===== src/rtl/core/hai_pkg.sv =====
// ----------------------------------------------------------------------------
// hai_pkg
// shared constants and helpers for the hall angle interpolator
// ----------------------------------------------------------------------------
package hai_pkg;

	// register indexes on the config port (byte address = 4 * index)
	localparam logic [1:0] REG_ANGLE_OFFSET  = 2'd0;
	localparam logic [1:0] REG_DEBOUNCE      = 2'd1;
	localparam logic [1:0] REG_STALL_TIMEOUT = 2'd2;
	localparam logic [1:0] REG_POSITION_STEP = 2'd3;

	// reset values
	localparam logic [15:0] DEBOUNCE_RST      = 16'd500;
	localparam logic [23:0] STALL_TIMEOUT_RST = 24'd500000;
	localparam logic [13:0] POSITION_STEP_RST = 14'd2194;
	localparam logic [31:0] DURATION_RST      = 32'd1000000;

	// angle arithmetic in units of 1/(6*65536) turn
	localparam int unsigned QUO_BITS   = 16;
	localparam logic signed [20:0] TURN_UNITS  = 21'sd393216;
	localparam logic [16:0]        SIXTH_UNITS = 17'd65536;
	// ceil(2^19 / 3), exact floor division by 3 for inputs below 2^19
	localparam logic [17:0] RECIP3 = 18'd174763;

	// hall position to sector base, in sixths of a turn
	function automatic logic [2:0] sector_of_pos(input logic [2:0] pos);
		logic [2:0] s;
		case (pos)
			3'd1: s = 3'd1;
			3'd2: s = 3'd0;
			3'd3: s = 3'd5;
			3'd4: s = 3'd4;
			3'd5: s = 3'd3;
			3'd6: s = 3'd2;
			default: s = 3'd0;
		endcase
		return s;
	endfunction

endpackage


===== src/rtl/core/hai_in_if.sv =====
// ----------------------------------------------------------------------------
// hai_in_if
// input channel: hall edge events and angle queries
// ----------------------------------------------------------------------------
interface hai_in_if;
	logic        valid;
	logic        ready;
	logic        action;
	logic [31:0] time_us;
	logic [2:0]  hall_state;
	logic signed [1:0] direction;

	modport source (output valid, action, time_us, hall_state, direction, input ready);
	modport sink (input valid, action, time_us, hall_state, direction, output ready);
endinterface


===== src/rtl/core/hai_out_if.sv =====
// ----------------------------------------------------------------------------
// hai_out_if
// result channel: edge acceptance, angle and position
// ----------------------------------------------------------------------------
interface hai_out_if;
	logic        valid;
	logic        ready;
	logic        edge_accepted;
	logic [15:0] angle;
	logic signed [31:0] position;

	modport source (output valid, edge_accepted, angle, position, input ready);
	modport sink (input valid, edge_accepted, angle, position, output ready);
endinterface


===== src/rtl/core/hall_angle_interpolator.sv =====
// ----------------------------------------------------------------------------
// hall_angle_interpolator
// hall edge debounce, sector timing, position count and interpolated angle
// ----------------------------------------------------------------------------
//
//  channel   dir   handshake                    beat content
//  --------  ----  ---------------------------  ---------------------------------
//  item      in    valid/ready                  action, time_us, hall_state,
//                                               direction
//  result    out   valid/ready                  edge_accepted, angle, position
//  apb       in    psel/penable/pwrite, pready  4 registers at 0x0, 0x4, 0x8, 0xc
//
//  an edge beat, or a query on an invalid hall state, runs through PREP and
//  DECIDE from accept to result valid, any other query also through SUM and
//  SCALE, and one that interpolates also through DIV, the restoring divider
//  (one 34-bit subtract/compare per quotient bit) that forms elapsed/duration
//  one beat at a time: item.ready is high only while idle
//  a result waits in its output register until taken; no new beat meanwhile
//  arst_n resets the sequencer, the timing state and the config registers
//
module hall_angle_interpolator (
	input  logic        clk,
	input  logic        arst_n,
	hai_in_if.sink      item,
	hai_out_if.source   result,
	input  logic        psel,
	input  logic        penable,
	input  logic        pwrite,
	input  logic [3:0]  paddr,
	input  logic [31:0] pwdata,
	output logic [31:0] prdata,
	output logic        pready
);
	import hai_pkg::*;

	// sequencer states
	localparam logic [2:0] ST_IDLE   = 3'd0;
	localparam logic [2:0] ST_PREP   = 3'd1; // elapsed time
	localparam logic [2:0] ST_DECIDE = 3'd2; // debounce or interpolation mode
	localparam logic [2:0] ST_DIV    = 3'd3; // one quotient bit per cycle
	localparam logic [2:0] ST_SUM    = 3'd4; // base + offset +/- interp, wrap
	localparam logic [2:0] ST_SCALE  = 3'd5; // divide by 6 with rounding
	localparam logic [2:0] ST_OUT    = 3'd6;

	logic [2:0] state_q;

	// configuration registers
	logic [15:0] angle_offset_q;
	logic [15:0] debounce_q;
	logic [23:0] stall_timeout_q;
	logic [13:0] position_step_q;

	// timing and position state
	logic [31:0] last_edge_time_q;
	logic [31:0] sector_duration_q;
	logic [31:0] pos_count_q;

	// captured beat
	logic        action_q;
	logic [31:0] time_q;
	logic [2:0]  hall_q;
	logic [1:0]  dir_q;

	// working registers
	logic [31:0] elapsed_q;
	logic [31:0] rem_q;
	logic [QUO_BITS-1:0] quo_q;
	logic [3:0]  cnt_q;
	logic [16:0] interp_q;
	logic [18:0] sum_q;
	logic        accepted_q;
	logic [15:0] angle_q;

	// ------------------------------------------------------------------
	// config port: zero wait states, writes land in the access cycle
	// ------------------------------------------------------------------
	logic cfg_write;
	assign cfg_write = psel && penable && pwrite;
	assign pready = 1'b1;

	always_ff @(posedge clk or negedge arst_n) begin
		if (!arst_n) begin
			angle_offset_q  <= '0;
			debounce_q      <= DEBOUNCE_RST;
			stall_timeout_q <= STALL_TIMEOUT_RST;
			position_step_q <= POSITION_STEP_RST;
		end else if (cfg_write) begin
			case (paddr[3:2])
				REG_ANGLE_OFFSET:  angle_offset_q  <= pwdata[15:0];
				REG_DEBOUNCE:      debounce_q      <= pwdata[15:0];
				REG_STALL_TIMEOUT: stall_timeout_q <= pwdata[23:0];
				REG_POSITION_STEP: position_step_q <= pwdata[13:0];
				default: ;
			endcase
		end
	end

	always_comb begin
		case (paddr[3:2])
			REG_ANGLE_OFFSET:  prdata = {16'd0, angle_offset_q};
			REG_DEBOUNCE:      prdata = {16'd0, debounce_q};
			REG_STALL_TIMEOUT: prdata = {8'd0, stall_timeout_q};
			REG_POSITION_STEP: prdata = {18'd0, position_step_q};
			default:           prdata = '0;
		endcase
	end

	// ------------------------------------------------------------------
	// shared divider step: shift remainder, trial subtract the duration
	// ------------------------------------------------------------------
	logic [33:0] div_shift;
	logic [33:0] div_diff;
	logic        div_bit;
	assign div_shift = {1'b0, rem_q, 1'b0};
	assign div_diff  = div_shift - {2'b00, sector_duration_q};
	assign div_bit   = !div_diff[33];

	// ------------------------------------------------------------------
	// angle sum in 1/393216 turn, wrapped to one turn, plus rounding bias
	// ------------------------------------------------------------------
	logic signed [20:0] base_s;
	logic signed [20:0] off_s;
	logic signed [20:0] off6_s;
	logic signed [20:0] interp_s;
	logic signed [20:0] total_s;
	logic signed [20:0] wrapped_s;
	always_comb begin
		base_s   = $signed({2'b00, sector_of_pos(hall_q), 16'd0});
		off_s    = $signed({{5{angle_offset_q[15]}}, angle_offset_q});
		off6_s   = (off_s <<< 2) + (off_s <<< 1);
		interp_s = $signed({4'd0, interp_q});
		total_s  = dir_q[1] ? (base_s + off6_s - interp_s) : (base_s + off6_s + interp_s);
		if (total_s < 0)
			wrapped_s = total_s + TURN_UNITS;
		else if (total_s >= TURN_UNITS)
			wrapped_s = total_s - TURN_UNITS;
		else
			wrapped_s = total_s;
	end

	// divide by 6: halve, then multiply by the reciprocal of 3
	logic [35:0] scale_prod;
	assign scale_prod = {18'd0, sum_q[18:1]} * {18'd0, RECIP3};

	logic        dir_nz;
	logic        pos_valid;
	logic [31:0] step_ext;
	assign dir_nz    = |dir_q;
	assign pos_valid = (hall_q != 3'd0) && (hall_q != 3'd7);
	assign step_ext  = {18'd0, position_step_q};

	// ------------------------------------------------------------------
	// sequencer
	// ------------------------------------------------------------------
	always_ff @(posedge clk or negedge arst_n) begin
		if (!arst_n) begin
			state_q           <= ST_IDLE;
			last_edge_time_q  <= '0;
			sector_duration_q <= DURATION_RST;
			pos_count_q       <= '0;
			cnt_q             <= '0;
		end else begin
			case (state_q)
				ST_IDLE: begin
					if (item.valid) state_q <= ST_PREP;
				end
				ST_PREP: begin
					state_q <= ST_DECIDE;
				end
				ST_DECIDE: begin
					if (!action_q) begin
						// hall edge: debounce, retime, step the position
						if (elapsed_q >= {16'd0, debounce_q}) begin
							sector_duration_q <= elapsed_q;
							last_edge_time_q  <= time_q;
							if (dir_nz)
								pos_count_q <= dir_q[1] ?
									pos_count_q - step_ext :
									pos_count_q + step_ext;
						end
						state_q <= ST_OUT;
					end else if (!pos_valid) begin
						state_q <= ST_OUT;
					end else if (dir_nz && sector_duration_q != '0 &&
						elapsed_q <= {8'd0, stall_timeout_q} &&
						elapsed_q < sector_duration_q) begin
						cnt_q   <= '0;
						state_q <= ST_DIV;
					end else begin
						state_q <= ST_SUM;
					end
				end
				ST_DIV: begin
					cnt_q <= cnt_q + 4'd1;
					if (cnt_q == 4'(QUO_BITS - 1)) state_q <= ST_SUM;
				end
				ST_SUM: begin
					state_q <= ST_SCALE;
				end
				ST_SCALE: begin
					state_q <= ST_OUT;
				end
				ST_OUT: begin
					if (result.ready) state_q <= ST_IDLE;
				end
				default: state_q <= ST_IDLE;
			endcase
		end
	end

	// datapath registers, no reset needed
	always_ff @(posedge clk) begin
		case (state_q)
			ST_IDLE: begin
				action_q <= item.action;
				time_q   <= item.time_us;
				hall_q   <= item.hall_state;
				dir_q    <= item.direction;
			end
			ST_PREP: begin
				elapsed_q <= time_q - last_edge_time_q;
			end
			ST_DECIDE: begin
				accepted_q <= !action_q && (elapsed_q >= {16'd0, debounce_q});
				angle_q    <= '0;
				rem_q      <= elapsed_q;
				quo_q      <= '0;
				// interpolation when no division is needed
				if (!dir_nz || sector_duration_q == '0 ||
					elapsed_q > {8'd0, stall_timeout_q})
					interp_q <= '0;
				else
					interp_q <= SIXTH_UNITS;
			end
			ST_DIV: begin
				rem_q <= div_bit ? div_diff[31:0] : div_shift[31:0];
				quo_q <= {quo_q[QUO_BITS-2:0], div_bit};
				if (cnt_q == 4'(QUO_BITS - 1))
					interp_q <= {1'b0, quo_q[QUO_BITS-2:0], div_bit};
			end
			ST_SUM: begin
				sum_q <= 19'(wrapped_s) + 19'd3;
			end
			ST_SCALE: begin
				angle_q <= scale_prod[34:19];
			end
			default: ;
		endcase
	end

	assign item.ready           = (state_q == ST_IDLE);
	assign result.valid         = (state_q == ST_OUT);
	assign result.edge_accepted = accepted_q;
	assign result.angle         = angle_q;
	assign result.position      = $signed(pos_count_q);

	// ------------------------------------------------------------------
	// checks
	// ------------------------------------------------------------------
	a_one_beat: assert property (@(posedge clk) disable iff (!arst_n)
		!(item.ready && result.valid))
		else $error("input taken while a result is pending");

	a_div_exit: assert property (@(posedge clk) disable iff (!arst_n)
		state_q == ST_DIV |=> state_q == ST_DIV || state_q == ST_SUM)
		else $error("divider left early");

	a_rem_bound: assert property (@(posedge clk) disable iff (!arst_n)
		state_q == ST_DIV |-> rem_q < sector_duration_q)
		else $error("divider remainder out of range");

	a_edge_angle: assert property (@(posedge clk) disable iff (!arst_n)
		result.valid && result.edge_accepted |-> result.angle == 16'd0)
		else $error("edge result carries an angle");

	a_pos_stable: assert property (@(posedge clk) disable iff (!arst_n)
		state_q == ST_OUT |=> $stable(pos_count_q))
		else $error("position moved while a result waits");

endmodule


===== src/flat_wrapper.sv =====
// flat-port wrapper written by rule: the top's interface ports become plain ports
module hall_angle_interpolator_flat import hai_pkg::*;
  (clk, arst_n, psel, penable, pwrite, paddr, pwdata, prdata, pready, item_valid, item_action, item_time_us, item_hall_state, item_direction, item_ready, result_valid, result_edge_accepted, result_angle, result_position, result_ready);
  hai_in_if item_i ();
  hai_out_if result_i ();
  input  logic clk;
  input  logic arst_n;
  input  logic psel;
  input  logic penable;
  input  logic pwrite;
  input  logic [3:0] paddr;
  input  logic [31:0] pwdata;
  output logic [31:0] prdata;
  output logic pready;
  input wire logic [$bits(item_i.valid)-1:0] item_valid;
  input wire logic [$bits(item_i.action)-1:0] item_action;
  input wire logic [$bits(item_i.time_us)-1:0] item_time_us;
  input wire logic [$bits(item_i.hall_state)-1:0] item_hall_state;
  input wire logic [$bits(item_i.direction)-1:0] item_direction;
  output wire logic [$bits(item_i.ready)-1:0] item_ready;
  output wire logic [$bits(result_i.valid)-1:0] result_valid;
  output wire logic [$bits(result_i.edge_accepted)-1:0] result_edge_accepted;
  output wire logic [$bits(result_i.angle)-1:0] result_angle;
  output wire logic [$bits(result_i.position)-1:0] result_position;
  input wire logic [$bits(result_i.ready)-1:0] result_ready;
  assign item_i.valid = item_valid;
  assign item_i.action = item_action;
  assign item_i.time_us = item_time_us;
  assign item_i.hall_state = item_hall_state;
  assign item_i.direction = item_direction;
  assign item_ready = item_i.ready;
  assign result_valid = result_i.valid;
  assign result_edge_accepted = result_i.edge_accepted;
  assign result_angle = result_i.angle;
  assign result_position = result_i.position;
  assign result_i.ready = result_ready;
  hall_angle_interpolator u_core (.clk(clk), .arst_n(arst_n), .item(item_i), .result(result_i), .psel(psel), .penable(penable), .pwrite(pwrite), .paddr(paddr), .pwdata(pwdata), .prdata(prdata), .pready(pready));
endmodule

===== config.mk =====
export PLATFORM = sky130hd
export DESIGN_NAME = hall_angle_interpolator_flat
export DESIGN_NICKNAME = d
export VERILOG_FILES = /design/src/rtl/core/hai_pkg.sv /design/src/rtl/core/hai_in_if.sv /design/src/rtl/core/hai_out_if.sv /design/src/rtl/core/hall_angle_interpolator.sv /design/src/flat_wrapper.sv
export SDC_FILE = /design/constraint.sdc
export NUM_CORES = 1
export LEC_CHECK = 0
export ABC_AREA = 1
export BUFFER_PORTS_ARGS = -buffer_cell sky130_fd_sc_hd__buf_2
export CAP_MARGIN = 5
export CORE_MARGIN = 1
export CORE_UTILIZATION = 35
export DETAILED_ROUTE_END_ITERATION = 12
export MAX_ROUTING_LAYER = met4
export PLACE_DENSITY_LB_ADDON = 0.1
export SYNTH_ARGS = -nofsm -noshare
export SYNTH_HDL_FRONTEND = slang
export SYNTH_SLANG_ARGS = --single-unit

===== constraint.sdc =====
create_clock -name clk -period 7 [get_ports clk]
set_input_delay 0.7 -clock clk [delete_from_list [all_inputs] [get_ports clk]]
set_output_delay 0.7 -clock clk [all_outputs]
set_load 0.005 [all_outputs]

# After elaboration in Yosys (flattened, before gate mapping)
# Index checks and enable logic that the tools add are counted.
# word_totals
reg_bits,343
in_bits,81
out_inout_bits,84
word_cells,115
# op_classes
add_sub_neg,12
n_mul,1
n_lt_le_gt_ge,6
n_eq_ne,22
n_mux,24
bitwise_logic,1
n_reduce_logical,29
# op_table
cell,count
$pmux 32 s4,1
$mux 32,2
$pmux 32 s2,1
$mux 19,2
$mul 18x18->35 const B,1
$mux 17,2
$pmux 17 s2,1
$sub 33x32->34,1
$add 32x14->32,1
$ge 32x16->1,1
$gt 32x24->1,1
$le 32x24->1,1
$logic_not 32->1,1
$lt 32x32->1,1
$pmux 16 s2,1
$reduce_bool 32->1,1
$sub 32x14->32,1
$sub 32x32->32,1
$pmux 15 s2,1
$add 20x21->21,1
$add 21x18->21,1
$ge 21x20->1 const B,1
$lt 21x1->1 const B,1
$mux 21,1
other kinds (32),68

# Logic depth before layout (Yosys ltp)
# Gate-level depths: netlist of the first run.
# depth
word_depth,9
mapped_depth,35
mapped_depth_nobuf,34

# Least setup slack after synthesis of the first run
# Ideal clock, no wire load.
# synth_path
path_kind,register to register
start,register u_core.sum_q[2]
end,"register u_core.angle_q[10], in the netlist u_core.result.angle[10], data pin"
setup_time_ns,0.254
t_arrival_ns,4.920
path_slack_ns,1.826
stages_incl_launch_ff,21
period_less_slack_ns,5.174
cell_sequence,edfxtp_1 -> ha_1 -> inv_1 -> fa_1 -> fa_1 -> inv_1 -> fa_1 -> fa_1 -> fa_1 -> ha_1 -> nand2_1 -> inv_1 -> nand3_1 -> nor2_1 -> nand2_1 -> o211ai_1 -> nand2_1 -> o21ai_0 -> a31o_2 -> a21oi_1 -> o21a_1
# synth_between
elab_chain_len,2
# synth_lines
element,line_no,text
start: declaration,hall_angle_interpolator.sv:70,logic [18:0] sum_q;
start signal: assignment,hall_angle_interpolator.sv:242,sum_q <= 19'(wrapped_s) + 19'd3;
$mul 18x18->35,hall_angle_interpolator.sv:143,"assign scale_prod = {18'd0, sum_q[18:1]} * {18'd0, RECIP3};"
$pmux 16 s2,hall_angle_interpolator.sv:213,case (state_q)
end signal: assignment,hall_angle_interpolator.sv:245,angle_q <= scale_prod[34:19];
end: declaration,hall_angle_interpolator.sv:72,logic [15:0] angle_q;
# Every way passes these cells.
# A chain may end at the register's enable or synchronous reset.

# Worst setup path after layout of the first run
# Same ends and word-level chain as after synthesis.

==> impl_metrics.ini, run 1 <==
[status]
status = completed

[setup_path]
arrival_ns = 6.30
path_class = reg2reg
rrSetupSlack_ns = 1.06
crit_buf_inv = 3
worstReg2RegEnd = u_core.result.angle[10]$_SDFFCE_PN0P_
cp_top_family = adder cells
path_cells = ha_1, inv_1, fa_1, fa_1, inv_1, fa_1, fa_1, fa_1, ha_1, nand2_1, inv_1, nand3_1, o211ai_1, nand2_1, o21ai_0, a31o_2, a21oi_1, o21a_1
ff2ff_path_depth = 18
slowest_stage = fa_1
reg2reg_from = u_core.sum_q[2]$_DFFE_PP_
cp.required_ns = 7.36
slowest_delay_ns = 0.54
end_kind = flop
cp_max_fo = 7
cp-start-kind = flop
crit_top_cell = fa_1

[die]
fp.dieW_um = 292.9
initial_core_util_pct = 35.40
die_height_um = 292.9
boundaryPins = 165
rows = 106
core_sq_mm = 0.08369
die_area_sq_mm = 0.08581

[grt]
grt_pass1_vias = 23860
grt.overflow.total = 0
grt_pass1_wl_mm = 131.8
antenna_found_initial = 2
track_usage_pct = 20.18
grt_max_degree = 86

[synth]
syn-instance-count = 3643
synth_edf_count = 169
ys_types = 60
avgSynthCellArea_sq_um = 8.132
ys.flop_type = edfxtp_1
syn_area_sq_mm = 0.02962
yosysWarnings = 0
ys_seq_elements = 342
yosysSeqAreaShare_pct = 31.85
synthArstFlopShare_pct = 50.58

[timing]
slew_viol_final = 0
fmax_mhz = 168.2
min_period_over_period_pct = 84.93
max_slew_margin_pct = 23.20
skew_ns = 0.03002
final-hold-violation-count = 0
rsz0062_at_grt = no
finalSetupViolCount = 0
fin_tns_setup_ns = 0
tightest_slew_ns = 1.137
layout_min_cycle_time_ns = 5.945

[cts]
clock_latency_ns = 0.61
cts_resized = 0
cts-root-buf = clkbuf_16
ctsHoldBuffers = 0
clock-sinks = 342
htree_num_levels = 2
clkTransAtPathRegs_ns = 0.06
cts_setup_buffers = 0
cts_buffers = 47
clock_path_buffers = 3
cts_tree = done

[route]
drcViolationCount = 0
totalWireLength_mm = 83.55
first_pass_iters = 5
wl_met1_mm = 39.43
ant_nets = 0
vias = 23710
drt_iter0_markers = 1225
highest_layer = met4
wl_per_cell_um = 16.86
via_per_inst = 4.783
met3WireLength_mm = 2.496
wl_met2_mm = 39.60

[placed_design]
io_buffers = 145
gp_congestion = 0.8691
hpwl_mm = 67.92

[layout]
nFillCells = 8695
mostFrequentLayoutCell = nand2_1
areaGrowthSynthToFinish_pct = 12.17
layout-drive-gt1-share_pct = 8.425
nets = 4354
final_cell_mix = 668 x nand2_1, 663 x inv_1, 373 x ha_1, 292 x a21oi_1, 264 x o21ai_0

[hold_path]
worst_hold_path_type = in2async

[flow_run]
max_cap_violations = 0
## metrics by stage
stage	instances	hold WS (ns)	util, %	setup slack, ns	cell area, sq um
2_1_floorplan	3650	0.4044	-	1.826	29650
3_3_place_gp	4868	0.4655	37.76	1.038	31600
3_5_place_dp	4868	0.4723	37.76	1.051	31600
4_1_cts	4956	0.06603	39.70	1.069	33230
5_1_grt	4956	0.1015	39.70	0.8035	33230
6_report	4957	0.08316	39.71	1.055	33230
## metal layers
layer	track usage, %	vias up
met4	5.312	0
met5	-	-
li1	-	12280
met3	2.020	101
met2	33.42	356
met1	26.30	10970
## Yosys cell counts (all sizes together) (8+ instances only)
| master | instances | area (sq um) |
|---|---|---|
| clkbuf | 40 | 150.1 |
| nor2 | 271 | 1052 |
| o211ai | 22 | 165.2 |
| a31oi | 11 | 68.82 |
| nand3 | 121 | 610.6 |
| ha | 373 | 4667 |
| a21o | 9 | 67.56 |
| dfstp | 24 | 630.6 |
| a221oi | 8 | 70.07 |
| inv | 672 | 2522 |
| nor4 | 15 | 93.84 |
| nand2 | 691 | 2656 |
| nand4 | 45 | 287.8 |
| o21bai | 18 | 142.6 |
| xor2 | 74 | 648.1 |
| o2111ai | 15 | 131.4 |
| o21a | 21 | 157.7 |
| xnor2 | 57 | 499.2 |
| a21oi | 293 | 1478 |
| o21ai | 286 | 1439 |
| edfxtp | 169 | 5075 |
| buf | 37 | 214.0 |
| nor3 | 38 | 222.7 |
| fa | 117 | 2342 |
| dfrtp | 149 | 3729 |
| a21boi | 12 | 97.59 |
## state kept, by name, summed over array words and instances (netlist names), 14 cells and up
signal,count
u_core.quo_q,15
u_core.result.angle,16
u_core.angle_offset_q,16
u_core.result.position,32
u_core.stall_timeout_q,24
u_core.debounce_q,16
u_core.last_edge_time_q,32
u_core.sum_q,18
u_core.position_step_q,14
u_core.interp_q,17
u_core.sector_duration_q,32
u_core.rem_q,32
u_core.time_q,32
u_core.elapsed_q,32
## cells by family after synthesis
kind of cell	after synthesis	share of synthesized area (%)
DFF	342	31.85
other	2	0.02535
xor gates and xnor gates	131	3.873
buffers and inverters	750	9.756
muxes	1	0.03801
AOI/OAI and AO/OA	726	13.73
adders and majority gates	490	23.66
and+or+nand+nor	1201	17.08
## worst max-delay path by stage
stage / start / endpoint / depth (start not counted)
final: u_core.sum_q[2]$_DFFE_PP_ / u_core.result.angle[10]$_SDFFCE_PN0P_ / 18
after global routing: u_core.sum_q[2]$_DFFE_PP_ / u_core.result.angle[10]$_SDFFCE_PN0P_ / 20
after CTS: u_core.sum_q[2]$_DFFE_PP_ / u_core.result.angle[10]$_SDFFCE_PN0P_ / 18
after detailed placement: u_core.sum_q[2]$_DFFE_PP_ / u_core.result.angle[10]$_SDFFCE_PN0P_ / 18
after global placement: u_core.sum_q[2]$_DFFE_PP_ / u_core.result.angle[10]$_SDFFCE_PN0P_ / 20
after floorplan: u_core.sum_q[2]$_DFFE_PP_ / u_core.result.angle[10]$_SDFFCE_PN0P_ / 20
## area by class of cell
type	count	area, sq um	area share [%]
multi-input cells	2558	17370	52.26
clock inverters	21	272.8	0.8208
clock buffers	67	1355	4.078
diodes	1	2.502	0.007530
repair buffers	161	854.6	2.572
inverters	673	2526	7.602
flip-flops and latches	342	9434	28.39
well taps	1134	1419	4.270
Power of run 1 is left out: the tool's default activity adds up to more than one toggle a clock period on the data nets, which glitch-free logic cannot reach.
==> run 2, diff against run 1 <==
- clock period: 7 -> 5.8 ns (I/O delays scaled with it)
==> run 2 against run 1 <==
Compared with the run above: via count about the same; critical endpoint unchanged; worst setup slack worse by 0.77 ns; highest routed layer unchanged; cell area up 0.14%; largest cell class unchanged; routed wire length up 0.57%.
==> impl_metrics.ini, run 2 (synthesis results as in run 1) <==
[status]
status = completed

[setup_path]
path_class = reg2reg
critPathLaunch = u_core.sum_q[3]$_DFFE_PP_
end_kind = flop
slowest_delay_ns = 0.56
cp-start-kind = flop
reg2reg_from = u_core.sum_q[3]$_DFFE_PP_
arrival_ns = 5.86
crit_top_cell = fa_1
slowest_stage = fa_1
path_cells = ha_1, inv_1, fa_1, fa_1, inv_1, fa_1, fa_1, fa_1, ha_1, a21oi_1, inv_1, a21oi_1, o211ai_1, nand2_1, o21ai_1, buf_4, a31o_2, o21a_1
cp.required_ns = 6.14
cp_max_fo = 4

[die]
die_area_sq_mm = 0.08581
fp.dieW_um = 292.9
rows = 106
core_sq_mm = 0.08369
initial_core_util_pct = 35.40
boundaryPins = 165
die_height_um = 292.9

[cts]
cts-root-buf = clkbuf_16
clock_latency_ns = 0.61
clock_path_buffers = 3
cts_buffers = 46
htree_num_levels = 2
clkTransAtPathRegs_ns = 0.06
clock-sinks = 342
cts_tree = done
ctsHoldBuffers = 0

[timing]
tightest_slew_ns = 1.178
fmax_mhz = 181.2
max_slew_margin_pct = 20.43
final-hold-violation-count = 0
min_period_over_period_pct = 95.15
rsz0062_at_grt = no
skew_ns = 0.03408
finalSetupViolCount = 0
fin_tns_setup_ns = 0
slew_viol_final = 0
layout_min_cycle_time_ns = 5.519

[layout]
areaGrowthSynthToFinish_pct = 12.33
final_cell_mix = 668 x nand2_1, 663 x inv_1, 371 x ha_1, 290 x a21oi_1, 262 x o21ai_0
nets = 4370
mostFrequentLayoutCell = nand2_1
nFillCells = 8754
layout-drive-gt1-share_pct = 8.991

[hold_path]
worst_hold_path_type = in2async

[grt]
grt.overflow.total = 0
antenna_found_initial = 2
track_usage_pct = 20.41
grt_pass1_wl_mm = 133.5
grt_max_degree = 88
grt_pass1_vias = 24010

[route]
via_per_inst = 4.765
wl_per_cell_um = 16.90
ant_nets = 0
first_pass_iters = 5
totalWireLength_mm = 84.03
drt_iter0_markers = 1134
drcViolationCount = 0
vias = 23690

[placed_design]
hpwl_mm = 68.79
io_buffers = 145
gp_congestion = 0.8875

[flow_run]
max_cap_violations = 0
## run 2: worst paths after layout
check / to / slack, ns / depth (start not counted)
setup reg to reg: u_core.result.angle[10]$_SDFFCE_PN0P_ / 0.28 / 18
max in group asynchronous: u_core.last_edge_time_q[24]$_DFFE_PN0P_ / 4.46 / 2
hold reg to reg: u_core.sector_duration_q[24]$_DFFE_PN0P_ / 0.48 / 2
setup / recovery: u_core.result.angle[10]$_SDFFCE_PN0P_ / 0.28 / 18
min in group clk: u_core.time_q[19]$_DFFE_PP_ / 0.15 / 1
hold / removal: u_core.result.position[2]$_DFFE_PN0P_ / 0.04 / 1
## run 2: area by class of cell
type,instances,area (sq um),share of cell area [%]
clock inverter,21,225.2,0.6768
timing repair buffer,178,982.2,2.952
sequential,342,9434,28.35
clock buffer,65,1292,3.884
antenna,1,2.502,0.007520
tap,1134,1419,4.264
multi-input combinational,2558,17400,52.27
inverter,673,2526,7.591
## run 2: stage by stage
| stage | cells | area (sq um) | worst slack (ns) | hold WS (ns) | util [%] |
|---|---|---|---|---|---|
| after floorplan | 3650 | 29650 | 0.6259 | 0.2844 | - |
| after global placement | 4882 | 31710 | 0.2448 | 0.4666 | 37.89 |
| after detailed placement | 4882 | 31710 | 0.2441 | 0.4726 | 37.89 |
| after CTS | 4968 | 33220 | 0.2144 | 0.06963 | 39.70 |
| after global routing | 4972 | 33280 | 0.005885 | 0.09832 | 39.76 |
| final | 4972 | 33280 | 0.2813 | 0.04245 | 39.76 |
## run 2: critical path, delay by kind of cell, from the launching register on
| family | cells | cell delay [ns] |
|---|---|---|
| fa+ha+maj | 7 | 3.16 |
| compound gates | 6 | 1.03 |
| flops | 1 | 0.47 |
| buf+inv | 4 | 0.44 |
| simple gates | 1 | 0.14 |
## run 2: per-layer routing
metal	wire length (um)	global-route usage (%)	vias up
met2	40250	34.52	319
met3	2422	2.103	85
met5	0	-	-
met1	39830	26.38	10980
met4	1529	4.227	0
li1	-	-	12310
## run 2: repair_timing
| item | in CTS | in global routing |
|---|---|---|
| setup buffers | 0 | 3 |
| endpoints found under the setup margin | 0 | 5 |
| resized for setup | 0 | 8 |
Power of run 2 is left out for the same reason.
